==> src/rtl/core/atlsc_pkg.sv <==
package atlsc_pkg;

    // sliding window
    localparam int WINDOW    = 20;
    localparam int ECHO_BITS = 16;
    localparam int HEAD_BITS = $clog2(WINDOW);
    localparam int SEEN_BITS = $clog2(WINDOW + 1);
    localparam int SUM_BITS  = ECHO_BITS + $clog2(WINDOW);
    localparam int NEAR_BITS = 16;
    localparam int THR_BITS  = NEAR_BITS + $clog2(WINDOW);
    localparam int CMP_BITS  = (SUM_BITS > THR_BITS) ? SUM_BITS : THR_BITS;
    localparam logic [HEAD_BITS-1:0] HEAD_LAST = HEAD_BITS'(WINDOW - 1);
    localparam logic [SEEN_BITS-1:0] SEEN_FULL = SEEN_BITS'(WINDOW);

    // light machine
    localparam int LAMP_BITS  = 3;
    localparam int PHASE_BITS = 3;
    localparam int TICK_BITS  = 8;

    localparam logic [LAMP_BITS-1:0] LAMP_OFF    = 3'b000;
    localparam logic [LAMP_BITS-1:0] LAMP_GREEN  = 3'b001;
    localparam logic [LAMP_BITS-1:0] LAMP_YELLOW = 3'b010;
    localparam logic [LAMP_BITS-1:0] LAMP_RED    = 3'b100;

    localparam logic [PHASE_BITS-1:0] PH_INIT       = 3'd0;
    localparam logic [PHASE_BITS-1:0] PH_RED_GO     = 3'd1;
    localparam logic [PHASE_BITS-1:0] PH_BLUE_GO    = 3'd2;
    localparam logic [PHASE_BITS-1:0] PH_RED_TIMED  = 3'd3;
    localparam logic [PHASE_BITS-1:0] PH_BLUE_TIMED = 3'd4;
    localparam logic [PHASE_BITS-1:0] PH_YELLOW     = 3'd5;
    localparam logic [PHASE_BITS-1:0] PH_ALL_RED    = 3'd6;

    // config port
    localparam int CFG_IDX_BITS  = 3;
    localparam int CFG_DATA_BITS = 16;

    localparam logic [CFG_IDX_BITS-1:0] CFG_RED_LIMIT  = 3'd0;
    localparam logic [CFG_IDX_BITS-1:0] CFG_BLUE_LIMIT = 3'd1;
    localparam logic [CFG_IDX_BITS-1:0] CFG_YELLOW     = 3'd2;
    localparam logic [CFG_IDX_BITS-1:0] CFG_ALL_RED    = 3'd3;
    localparam logic [CFG_IDX_BITS-1:0] CFG_NEAR       = 3'd4;

    localparam logic [TICK_BITS-1:0] RST_RED_LIMIT  = 8'd120;
    localparam logic [TICK_BITS-1:0] RST_BLUE_LIMIT = 8'd60;
    localparam logic [TICK_BITS-1:0] RST_YELLOW     = 8'd5;
    localparam logic [TICK_BITS-1:0] RST_ALL_RED    = 8'd5;
    localparam logic [NEAR_BITS-1:0] RST_NEAR       = 16'd1450;

    typedef struct packed {
        logic [TICK_BITS-1:0] red_limit;
        logic [TICK_BITS-1:0] blue_limit;
        logic [TICK_BITS-1:0] yellow;
        logic [TICK_BITS-1:0] all_red;
        logic [NEAR_BITS-1:0] near;
    } t_cfg;

    typedef struct packed {
        logic take;   // sample beat accepted, read its window entry
        logic fire;   // sample applied to sums and flags
    } t_sense_ctl;

endpackage

==> src/rtl/core/actuated_two_lane_signal_controller.sv <==
// Two-lane actuated traffic signal controller.
// Input channel (i_valid / o_stall): one beat is either a sensor sample
// (i_req_type 0, one echo time per lane in us) or a light tick (i_req_type 1).
// Output channel (o_valid / i_stall): exactly one result beat per input beat,
// in order, showing lamps, phase and both lane waiting flags after that beat.
// Config channel (i_cfg_valid / o_cfg_ready): always ready; write only while
// no beat is in flight.
// Path: an accepted beat is held in the read stage and then in the output
// registers, where its result is offered. Throughput: one beat per cycle
// while o_stall is low; the read stage waits on the registered read of the
// window RAM, which is issued as the beat is accepted.
// A finished result waits in the output registers while the next beat is
// taken into the read stage; only with both holding does o_stall rise.
// Reset: synchronous, active low; phase init, lamps off, flags, sums and
// window pointers cleared, config back to defaults. The window RAM is not
// cleared: an entry read from it is used only after the window has filled once.
module actuated_two_lane_signal_controller (
    input  logic                                  i_clk,
    input  logic                                  i_rst_n,
    // items in
    input  logic                                  i_valid,
    output logic                                  o_stall,
    input  logic                                  i_req_type,
    input  logic [atlsc_pkg::ECHO_BITS-1:0]       i_echo_red_us,
    input  logic [atlsc_pkg::ECHO_BITS-1:0]       i_echo_blue_us,
    // results out
    output logic                                  o_valid,
    input  logic                                  i_stall,
    output logic [atlsc_pkg::LAMP_BITS-1:0]       o_red_lamp,
    output logic [atlsc_pkg::LAMP_BITS-1:0]       o_blue_lamp,
    output logic [atlsc_pkg::PHASE_BITS-1:0]      o_phase,
    output logic                                  o_red_waiting,
    output logic                                  o_blue_waiting,
    // config writes
    input  logic                                  i_cfg_valid,
    output logic                                  o_cfg_ready,
    input  logic [atlsc_pkg::CFG_IDX_BITS-1:0]    i_cfg_index,
    input  logic [atlsc_pkg::CFG_DATA_BITS-1:0]   i_cfg_data
);

    atlsc_pkg::t_cfg        r_cfg, n_cfg;
    atlsc_pkg::t_sense_ctl  sense_ctl;

    logic r_s0_valid, n_s0_valid;
    logic r_s0_tick;
    logic r_out_valid, n_out_valid;
    logic advance;   // output register can take a new result
    logic fire;      // read-stage beat is applied to state
    logic accept;
    logic red_flag, blue_flag;

    assign advance = !r_out_valid || !i_stall;
    assign fire    = r_s0_valid && advance;
    assign o_stall = r_s0_valid && !advance;
    assign accept  = i_valid && !o_stall;

    assign sense_ctl.take = accept && !i_req_type;
    assign sense_ctl.fire = fire && !r_s0_tick;

    always_comb begin
        n_s0_valid = r_s0_valid;
        if (accept) begin
            n_s0_valid = 1'b1;
        end else if (fire) begin
            n_s0_valid = 1'b0;
        end
        n_out_valid = r_out_valid;
        if (fire) begin
            n_out_valid = 1'b1;
        end else if (!i_stall) begin
            n_out_valid = 1'b0;
        end
    end

    // config register file
    assign o_cfg_ready = 1'b1;

    always_comb begin
        n_cfg = r_cfg;
        if (i_cfg_valid) begin
            unique case (i_cfg_index)
                atlsc_pkg::CFG_RED_LIMIT:
                    n_cfg.red_limit  = i_cfg_data[atlsc_pkg::TICK_BITS-1:0];
                atlsc_pkg::CFG_BLUE_LIMIT:
                    n_cfg.blue_limit = i_cfg_data[atlsc_pkg::TICK_BITS-1:0];
                atlsc_pkg::CFG_YELLOW:
                    n_cfg.yellow     = i_cfg_data[atlsc_pkg::TICK_BITS-1:0];
                atlsc_pkg::CFG_ALL_RED:
                    n_cfg.all_red    = i_cfg_data[atlsc_pkg::TICK_BITS-1:0];
                atlsc_pkg::CFG_NEAR:
                    n_cfg.near       = i_cfg_data[atlsc_pkg::NEAR_BITS-1:0];
                default: begin
                    n_cfg = r_cfg;   // unmapped index, dropped
                end
            endcase
        end
    end

    always_ff @(posedge i_clk) begin
        if (!i_rst_n) begin
            r_s0_valid       <= 1'b0;
            r_out_valid      <= 1'b0;
            r_cfg.red_limit  <= atlsc_pkg::RST_RED_LIMIT;
            r_cfg.blue_limit <= atlsc_pkg::RST_BLUE_LIMIT;
            r_cfg.yellow     <= atlsc_pkg::RST_YELLOW;
            r_cfg.all_red    <= atlsc_pkg::RST_ALL_RED;
            r_cfg.near       <= atlsc_pkg::RST_NEAR;
        end else begin
            r_s0_valid  <= n_s0_valid;
            r_out_valid <= n_out_valid;
            r_cfg       <= n_cfg;
        end
    end

    always_ff @(posedge i_clk) begin
        if (accept) begin
            r_s0_tick <= i_req_type;
        end
    end

    // window RAM, running sums and waiting flags
    atlsc_sense u_sense (
        .i_clk       (i_clk),
        .i_rst_n     (i_rst_n),
        .i_ctl       (sense_ctl),
        .i_echo_red  (i_echo_red_us),
        .i_echo_blue (i_echo_blue_us),
        .i_near      (r_cfg.near),
        .o_red_flag  (red_flag),
        .o_blue_flag (blue_flag)
    );

    // phase machine; its registers double as the result payload
    atlsc_light u_light (
        .i_clk       (i_clk),
        .i_rst_n     (i_rst_n),
        .i_tick      (fire && r_s0_tick),
        .i_cfg       (r_cfg),
        .i_red_flag  (red_flag),
        .i_blue_flag (blue_flag),
        .o_phase     (o_phase),
        .o_red_lamp  (o_red_lamp),
        .o_blue_lamp (o_blue_lamp)
    );

    assign o_valid        = r_out_valid;
    assign o_red_waiting  = red_flag;
    assign o_blue_waiting = blue_flag;

endmodule

==> src/rtl/core/atlsc_ram.sv <==
module atlsc_ram #(
    parameter int WIDTH = 32,
    parameter int DEPTH = 20
) (
    input  logic                     i_clk,
    input  logic                     i_we,
    input  logic [$clog2(DEPTH)-1:0] i_waddr,
    input  logic [WIDTH-1:0]         i_wdata,
    input  logic                     i_re,
    input  logic [$clog2(DEPTH)-1:0] i_raddr,
    output logic [WIDTH-1:0]         o_rdata
);

    logic [WIDTH-1:0] r_mem [DEPTH];
    logic [WIDTH-1:0] r_rdata;

    always_ff @(posedge i_clk) begin
        if (i_we) begin
            r_mem[i_waddr] <= i_wdata;
        end
        if (i_re) begin
            r_rdata <= r_mem[i_raddr];
        end
    end

    assign o_rdata = r_rdata;

endmodule

==> src/rtl/core/atlsc_sense.sv <==
module atlsc_sense (
    input  logic                                i_clk,
    input  logic                                i_rst_n,
    input  atlsc_pkg::t_sense_ctl               i_ctl,
    input  logic [atlsc_pkg::ECHO_BITS-1:0]     i_echo_red,
    input  logic [atlsc_pkg::ECHO_BITS-1:0]     i_echo_blue,
    input  logic [atlsc_pkg::NEAR_BITS-1:0]     i_near,
    output logic                                o_red_flag,
    output logic                                o_blue_flag
);

    localparam int EB = atlsc_pkg::ECHO_BITS;
    localparam int SB = atlsc_pkg::SUM_BITS;
    localparam int CB = atlsc_pkg::CMP_BITS;
    localparam int TB = atlsc_pkg::THR_BITS;

    logic [atlsc_pkg::HEAD_BITS-1:0] r_head, n_head;
    logic [atlsc_pkg::SEEN_BITS-1:0] r_seen, n_seen;
    logic [atlsc_pkg::HEAD_BITS-1:0] r_s0_head;
    logic                            r_s0_full;
    logic [EB-1:0]                   r_s0_echo_red, r_s0_echo_blue;
    logic [SB-1:0]                   r_red_sum, n_red_sum;
    logic [SB-1:0]                   r_blue_sum, n_blue_sum;
    logic                            r_red_flag, n_red_flag;
    logic                            r_blue_flag, n_blue_flag;
    logic [2*EB-1:0]                 rdata;
    logic [EB-1:0]                   old_red, old_blue;
    logic [TB-1:0]                   thr;
    logic                            take_full;

    // window entries of both lanes share one word
    atlsc_ram #(
        .WIDTH (2 * EB),
        .DEPTH (atlsc_pkg::WINDOW)
    ) u_win (
        .i_clk   (i_clk),
        .i_we    (i_ctl.fire),
        .i_waddr (r_s0_head),
        .i_wdata ({r_s0_echo_red, r_s0_echo_blue}),
        .i_re    (i_ctl.take),
        .i_raddr (r_head),
        .o_rdata (rdata)
    );

    assign take_full = (r_seen == atlsc_pkg::SEEN_FULL);

    always_comb begin
        n_head = r_head;
        n_seen = r_seen;
        if (i_ctl.take) begin
            n_head = (r_head == atlsc_pkg::HEAD_LAST) ? '0 : r_head + 1'b1;
            if (!take_full) begin
                n_seen = r_seen + 1'b1;
            end
        end
    end

    // entry is only subtracted once the window had filled
    assign old_red  = r_s0_full ? rdata[2*EB-1:EB] : '0;
    assign old_blue = r_s0_full ? rdata[EB-1:0]    : '0;
    assign thr      = TB'(i_near) * TB'(atlsc_pkg::WINDOW);

    always_comb begin
        n_red_sum   = r_red_sum;
        n_blue_sum  = r_blue_sum;
        n_red_flag  = r_red_flag;
        n_blue_flag = r_blue_flag;
        if (i_ctl.fire) begin
            n_red_sum  = r_red_sum - SB'(old_red) + SB'(r_s0_echo_red);
            n_blue_sum = r_blue_sum - SB'(old_blue) + SB'(r_s0_echo_blue);
            if (r_s0_full) begin
                n_red_flag  = (CB'(n_red_sum) < CB'(thr));
                n_blue_flag = (CB'(n_blue_sum) < CB'(thr));
            end
        end
    end

    always_ff @(posedge i_clk) begin
        if (!i_rst_n) begin
            r_head      <= '0;
            r_seen      <= '0;
            r_red_sum   <= '0;
            r_blue_sum  <= '0;
            r_red_flag  <= 1'b0;
            r_blue_flag <= 1'b0;
        end else begin
            r_head      <= n_head;
            r_seen      <= n_seen;
            r_red_sum   <= n_red_sum;
            r_blue_sum  <= n_blue_sum;
            r_red_flag  <= n_red_flag;
            r_blue_flag <= n_blue_flag;
        end
    end

    always_ff @(posedge i_clk) begin
        if (i_ctl.take) begin
            r_s0_head      <= r_head;
            r_s0_full      <= take_full;
            r_s0_echo_red  <= i_echo_red;
            r_s0_echo_blue <= i_echo_blue;
        end
    end

    assign o_red_flag  = r_red_flag;
    assign o_blue_flag = r_blue_flag;

endmodule

==> src/rtl/core/atlsc_light.sv <==
module atlsc_light (
    input  logic                                 i_clk,
    input  logic                                 i_rst_n,
    input  logic                                 i_tick,
    input  atlsc_pkg::t_cfg                      i_cfg,
    input  logic                                 i_red_flag,
    input  logic                                 i_blue_flag,
    output logic [atlsc_pkg::PHASE_BITS-1:0]     o_phase,
    output logic [atlsc_pkg::LAMP_BITS-1:0]      o_red_lamp,
    output logic [atlsc_pkg::LAMP_BITS-1:0]      o_blue_lamp
);

    logic [atlsc_pkg::PHASE_BITS-1:0] r_phase, n_phase;
    logic [atlsc_pkg::TICK_BITS-1:0]  r_dwell, n_dwell;
    logic                             r_last_red, n_last_red;
    logic [atlsc_pkg::LAMP_BITS-1:0]  r_red_lamp, n_red_lamp;
    logic [atlsc_pkg::LAMP_BITS-1:0]  r_blue_lamp, n_blue_lamp;
    logic                             r, b;

    assign r = i_red_flag;
    assign b = i_blue_flag;

    always_comb begin
        n_phase     = r_phase;
        n_dwell     = r_dwell;
        n_last_red  = r_last_red;
        n_red_lamp  = r_red_lamp;
        n_blue_lamp = r_blue_lamp;
        if (i_tick) begin
            unique case (r_phase)
                atlsc_pkg::PH_INIT: begin
                    n_red_lamp  = atlsc_pkg::LAMP_OFF;
                    n_blue_lamp = atlsc_pkg::LAMP_OFF;
                    n_dwell     = '0;
                    n_last_red  = 1'b0;
                    if (!b) begin
                        n_phase = atlsc_pkg::PH_RED_GO;
                    end else if (!r) begin
                        n_phase = atlsc_pkg::PH_BLUE_GO;
                    end else begin
                        n_phase = atlsc_pkg::PH_RED_TIMED;
                    end
                end
                atlsc_pkg::PH_RED_GO: begin
                    n_red_lamp  = atlsc_pkg::LAMP_GREEN;
                    n_blue_lamp = atlsc_pkg::LAMP_RED;
                    if (r && b) begin
                        n_phase = atlsc_pkg::PH_RED_TIMED;
                        n_dwell = '0;
                    end else if (b) begin
                        n_phase    = atlsc_pkg::PH_YELLOW;
                        n_red_lamp = atlsc_pkg::LAMP_YELLOW;
                        n_dwell    = '0;
                    end
                end
                atlsc_pkg::PH_BLUE_GO: begin
                    n_red_lamp  = atlsc_pkg::LAMP_RED;
                    n_blue_lamp = atlsc_pkg::LAMP_GREEN;
                    if (r || !b) begin
                        n_phase     = atlsc_pkg::PH_YELLOW;
                        n_blue_lamp = atlsc_pkg::LAMP_YELLOW;
                        n_dwell     = '0;
                    end
                end
                atlsc_pkg::PH_RED_TIMED: begin
                    n_red_lamp  = atlsc_pkg::LAMP_GREEN;
                    n_blue_lamp = atlsc_pkg::LAMP_RED;
                    if (r_dwell >= i_cfg.red_limit || !r) begin
                        n_phase    = atlsc_pkg::PH_YELLOW;
                        n_red_lamp = atlsc_pkg::LAMP_YELLOW;
                        n_dwell    = '0;
                        n_last_red = 1'b1;
                    end else begin
                        n_dwell = r_dwell + 1'b1;
                    end
                end
                atlsc_pkg::PH_BLUE_TIMED: begin
                    n_red_lamp  = atlsc_pkg::LAMP_RED;
                    n_blue_lamp = atlsc_pkg::LAMP_GREEN;
                    if (r_dwell >= i_cfg.blue_limit || !b) begin
                        n_phase     = atlsc_pkg::PH_YELLOW;
                        n_blue_lamp = atlsc_pkg::LAMP_YELLOW;
                        n_dwell     = '0;
                        n_last_red  = 1'b0;
                    end else begin
                        n_dwell = r_dwell + 1'b1;
                    end
                end
                atlsc_pkg::PH_YELLOW: begin
                    if (r_dwell >= i_cfg.yellow) begin
                        n_phase     = atlsc_pkg::PH_ALL_RED;
                        n_red_lamp  = atlsc_pkg::LAMP_RED;
                        n_blue_lamp = atlsc_pkg::LAMP_RED;
                        n_dwell     = '0;
                    end else begin
                        n_dwell = r_dwell + 1'b1;
                    end
                end
                atlsc_pkg::PH_ALL_RED: begin
                    if (r_dwell >= i_cfg.all_red) begin
                        if (!b) begin
                            n_phase    = atlsc_pkg::PH_RED_GO;
                            n_last_red = 1'b0;
                        end else if (!r) begin
                            n_phase    = atlsc_pkg::PH_BLUE_GO;
                            n_last_red = 1'b0;
                        end else if (r_last_red) begin
                            n_phase = atlsc_pkg::PH_BLUE_TIMED;
                        end else begin
                            n_phase = atlsc_pkg::PH_RED_TIMED;
                        end
                        n_dwell = '0;
                    end else begin
                        n_dwell = r_dwell + 1'b1;
                    end
                end
                default: begin
                    n_phase = atlsc_pkg::PH_INIT;
                end
            endcase
        end
    end

    always_ff @(posedge i_clk) begin
        if (!i_rst_n) begin
            r_phase     <= atlsc_pkg::PH_INIT;
            r_dwell     <= '0;
            r_last_red  <= 1'b0;
            r_red_lamp  <= atlsc_pkg::LAMP_OFF;
            r_blue_lamp <= atlsc_pkg::LAMP_OFF;
        end else begin
            r_phase     <= n_phase;
            r_dwell     <= n_dwell;
            r_last_red  <= n_last_red;
            r_red_lamp  <= n_red_lamp;
            r_blue_lamp <= n_blue_lamp;
        end
    end

    assign o_phase     = r_phase;
    assign o_red_lamp  = r_red_lamp;
    assign o_blue_lamp = r_blue_lamp;

endmodule

==> config.mk <==
export PLATFORM = sky130hd
export DESIGN_NAME = actuated_two_lane_signal_controller
export DESIGN_NICKNAME = d
export VERILOG_FILES = /design/src/rtl/core/atlsc_pkg.sv /design/src/rtl/core/actuated_two_lane_signal_controller.sv /design/src/rtl/core/atlsc_ram.sv /design/src/rtl/core/atlsc_sense.sv /design/src/rtl/core/atlsc_light.sv
export SDC_FILE = /design/constraint.sdc
export NUM_CORES = 1
export LEC_CHECK = 0
export ABC_AREA = 0
export BUFFER_PORTS_ARGS = -buffer_cell sky130_fd_sc_hd__buf_4
export CAP_MARGIN = 20
export CORE_MARGIN = 3
export CORE_UTILIZATION = 53
export DETAILED_ROUTE_END_ITERATION = 8
export PLACE_DENSITY_LB_ADDON = 0.3
export SLEW_MARGIN = 30
export SYNTH_ARGS = -nofsm -noshare
export SYNTH_HDL_FRONTEND = slang
export SYNTH_SLANG_ARGS = --single-unit
==> constraint.sdc <==
create_clock -name i_clk -period 15.57 [get_ports i_clk]
set_clock_uncertainty 0.2 [all_clocks]
set_input_delay 0.7785 -clock i_clk [delete_from_list [all_inputs] [get_ports i_clk]]
set_output_delay 0.7785 -clock i_clk [all_outputs]
set_load 0.02 [all_outputs]
==> impl_metrics.py <==
metrics = {
    "floorplan": {
        "ios": 71,
        "fp-row-count": 96,
        "die_h_um": 271,
        "start_util": 0.539,
        "dieArea_um2": 73400,
        "die_x_um": 271,
        "coreArea_um2": 69100,
    },
    "clock_network": {
        "h-tree-depth": 3,
        "cts_buffers": 86,
        "clk_pin_slew_worst_paths_ns": 0.06,
        "cts_buffer_depth": 3,
        "clock-root-buffer": "clkbuf_16",
        "clock_latency_ns": 0.67,
        "cts_tree": "done",
        "postCtsSetupRepairBufs": 0,
        "cts_resized": 0,
        "cts.sinks": 833,
        "postCtsHoldBufs": 0,
    },
    "routing": {
        "dr.pass1.iters": 5,
        "postRouteAntennaNets": 0,
        "routed_wl_mm": 87.0,
        "dr.first_iter.drc_count": 2382,
        "drcViolationCount": 0,
        "num_vias": 21571,
        "detail_route.wl_per_cell_um": 24.4,
        "vias_per_cell": 6.05,
    },
    "flow_run": {
        "drv_cap": 0,
    },
    "logic_synthesis": {
        "synth_area_um2": 37200,
        "ys_seq_area_frac": 0.639,
        "yosys_warnings": 0,
        "synth.avg_cell_area_um2": 15.0,
        "synthCells": 2480,
        "yosysUniqueCellTypes": 84,
        "synth_edf_count": 711,
        "async_flop_share": 0,
        "synthFlopType": "edfxtp_1",
        "synth-seq-cells": 833,
        "syn_nets": 2712,
    },
    "critical_path": {
        "crit_type": "reg -> reg",
        "cp_slowest_stage_delay_ns": 0.76,
        "path_buf_inv": 3,
        "cp.required_ns": 15.94,
        "critPathCapture": "u_sense.o_red_flag$_SDFFE_PN0P_",
        "r2r_cells": 18,
        "critPathSlowestCell": "edfxtp_1",
        "crit_family": "compound AO/OA/AOI/OAI gates",
        "crit_arrival_ns": 5.07,
        "reg2reg_to": "u_sense.o_red_flag$_SDFFE_PN0P_",
        "end_kind": "flop",
        "start_kind": "flop",
        "cp.depth": 18,
        "reg2reg_from": "u_sense.r_s0_echo_red[0]$_DFFE_PP_",
        "path_cells": "inv_1 -> ha_1 -> inv_1 -> ha_1 -> inv_1 -> fa_1 -> nand2b_1 -> a211oi_1 -> o21ai_1 -> a21oi_1 -> a31oi_1 -> xnor2_1 -> ha_1 -> a21o_1 -> a21o_1 -> a211oi_1 -> nand2_1 -> o21ai_1",
        "crit_fanout": 21,
        "rrSetupSlack_ns": 10.88,
        "critical_path.startpoint": "u_sense.r_s0_echo_red[0]$_DFFE_PP_",
    },
    "layout": {
        "utilization": 0.606,
        "final_cells": 3563,
        "num-fill-cells": 5022,
        "final_nets": 2799,
        "diodes": 0,
        "final_layout_size_suffix_gt1_frac": 0.177,
        "area_growth_pct": 12.4,
        "fin_area_um2": 41800,
    },
    "sta": {
        "fin_crit_ns": 4.69,
        "setup-violations-final": 0,
        "maxSlewViolCount": 0,
        "worst_slew_margin_rel": 0.372,
        "period_share": 0.301,
        "hold_viol": 0,
        "worst_slew_pin_slew_ns": 0.942,
        "clock.fmax_mhz": 213,
        "setup_tns_ns": 0,
        "rsz0062_at_grt": "no",
    },
    "place": {
        "place_area_um2": 38900,
        "hpwl_mm": 50.6,
        "portBuffers": 69,
        "gp_congestion": 0.878,
        "dp.cells": 3409,
    },
    "global_routing": {
        "grt_pass1_wl_mm": 133,
        "antenna_found_initial": 0,
        "grt_util_all_layers": 0.239,
        "grt_pass1_vias": 22017,
        "grt_max_degree": 102,
        "grt.overflow.total": 0,
    },
    "outcome": {
        "outcome": "finished, final reports clean",
    },
    "power_and_ir_drop": {
        "vdd_drop_max_mv": 0.0930,
        "power_density_nw_per_um2": 122,
        "p_leak_nw": 14.5,
    },
    "hold_path": {
        "min_path_type": "in -> reg",
        "hold_depth": 1,
    },
}
## where the power goes
group          switching (mW)  total [mW]  leakage, nW  internal [mW]
clock network           0.856        2.07         1.39           1.21
logic                   0.306       0.551         5.72          0.244
registers              0.0381        2.48         7.41           2.44
total                    1.20        5.10         14.5           3.90
## worst min path at each step
stage | end | start | slack, ns
CTS | u_sense.r_s0_echo_blue[3]$_DFFE_PP_ | i_echo_blue_us[3] | 0.05
global placement | r_cfg[27]$_SDFFE_PN0P_ | r_cfg[27]$_SDFFE_PN0P_ | 0.24
floorplan | u_sense.r_s0_head[2]$_DFFE_PP_ | u_sense.r_head[2]$_SDFFE_PN0P_ | 0.20
global route | u_sense.r_s0_echo_blue[3]$_DFFE_PP_ | i_echo_blue_us[3] | 0.06
finish | u_sense.r_s0_echo_blue[2]$_DFFE_PP_ | i_echo_blue_us[2] | 0.09
detailed placement | u_sense.r_blue_sum[5]$_SDFFE_PN0P_ | u_sense.r_blue_sum[5]$_SDFFE_PN0P_ | 0.25
## worst reg2reg max path, stage by stage, from the launching register on
cell and delay (ns):
edfxtp_1 0.76, inv_1 0.15, ha_1 0.32, inv_1 0.06
ha_1 0.19, inv_1 0.08, fa_1 0.46, nand2b_1 0.20
a211oi_1 0.30, o21ai_1 0.16, a21oi_1 0.29, a31oi_1 0.16
xnor2_1 0.16, ha_1 0.30, a21o_1 0.16, a21o_1 0.17
a211oi_1 0.30, nand2_1 0.09, o21ai_1 0.12
## registers in the layout, indices dropped and copies added (netlist names), 3 cells and up
| signal | flops |
|---|---|
| u_sense.r_s0_echo_red | 16 |
| u_sense.u_win.o_rdata | 32 |
| u_light.r_dwell | 8 |
| u_sense.r_red_sum | 21 |
| u_light.o_red_lamp | 3 |
| r_cfg | 48 |
| u_sense.u_win.r_mem | 640 |
| u_light.o_phase | 3 |
| u_sense.r_head | 5 |
| u_sense.r_seen | 5 |
| u_sense.r_blue_sum | 21 |
| u_sense.r_s0_head | 5 |
| u_sense.r_s0_echo_blue | 16 |
| u_light.o_blue_lamp | 3 |
## synthesized netlist by cell type, types with 5 or more instances
cell type | count | area [µm²]
edfxtp_1 | 711 | 21400
nand2_1 | 281 | 1050
mux4_2 | 192 | 4320
inv_1 | 188 | 706
ha_1 | 142 | 1780
dfxtp_1 | 122 | 2440
a21oi_1 | 109 | 546
nor2_1 | 85 | 319
clkbuf_1 | 73 | 274
a21o_1 | 51 | 383
nand3_1 | 44 | 220
and2_1 | 35 | 219
fa_1 | 33 | 661
xnor2_1 | 31 | 272
nand4_1 | 25 | 156
o211ai_1 | 25 | 188
o21ai_0 | 25 | 125
nor3_1 | 19 | 95.1
o21a_1 | 19 | 143
xor2_1 | 19 | 166
buf_1 | 18 | 67.6
buf_2 | 18 | 90.1
nand2b_1 | 16 | 100
a211oi_1 | 14 | 105
nor4_1 | 13 | 81.3
a31oi_1 | 12 | 75.1
and3_1 | 12 | 75.1
o21ai_1 | 12 | 60.1
or3_1 | 11 | 68.8
nor2b_1 | 10 | 62.6
or4_1 | 8 | 60.1
o21bai_1 | 6 | 45.0
mux2i_1 | 5 | 50.1
nand3b_1 | 5 | 37.5
o311ai_1 | 5 | 43.8
o31a_1 | 5 | 43.8
## cells in the final DEF, fill, tap and decap left out, drive strengths merged, types with 13 or more instances in the layout
cell type,instances
nor4,13
nor3,20
ha,142
xnor2,31
xor2,19
a21o,51
o211ai,25
a21oi,109
edfxtp,711
o21a,20
dfxtp,122
buf,110
nand2,281
fa,33
and2,35
nand4,25
nand3,44
a211oi,14
clkinv,30
clkbuf,111
nor2,85
o21ai,37
nand2b,16
inv,190
mux4,192
## routing by layer
metal,up-vias,GRT usage,routed length [µm]
li1,9571,-,-
met1,10977,0.331,36100
met2,868,0.376,41600
met3,155,0.0498,6090
met4,0,0.0896,3240
met5,-,0,0
## metrics by stage
step / power, mW / setup WS, ns / hold slack, ns
floorplan: 2.92 / 9.66 / 0.203
global placement: 3.05 / 10.96 / 0.242
detailed placement: 3.07 / 10.93 / 0.246
CTS: 5.13 / 10.89 / 0.0532
global route: 5.28 / 10.49 / 0.0568
finish: 5.10 / 10.88 / 0.0885
## layout make-up
cell class	count	area (µm²)	share of cell area
Sequential cell	833	23800	0.569
Tap cell	931	1160	0.0279
Timing Repair Buffer	110	858	0.0205
Multi-Input combinational cell	1347	12400	0.297
Clock inverter	42	524	0.0125
Inverter	189	709	0.0170
Clock buffer	111	2340	0.0559
## kinds of logic (layout without fill, tap and decap cells)
group	count (synthesis)	count (layout)	share of synthesized area
muxes	200	200	0.118
and+or+nand+nor	582	582	0.0723
other	1	1	0.000101
adders and majority gates	175	175	0.0655
DFF	833	833	0.639
AOI/OAI and AO/OA	338	338	0.0607
buffers and inverters	300	452	0.0310
xor gates and xnor gates	51	51	0.0124
No activity file was read; power rests on OpenSTA's default activity.
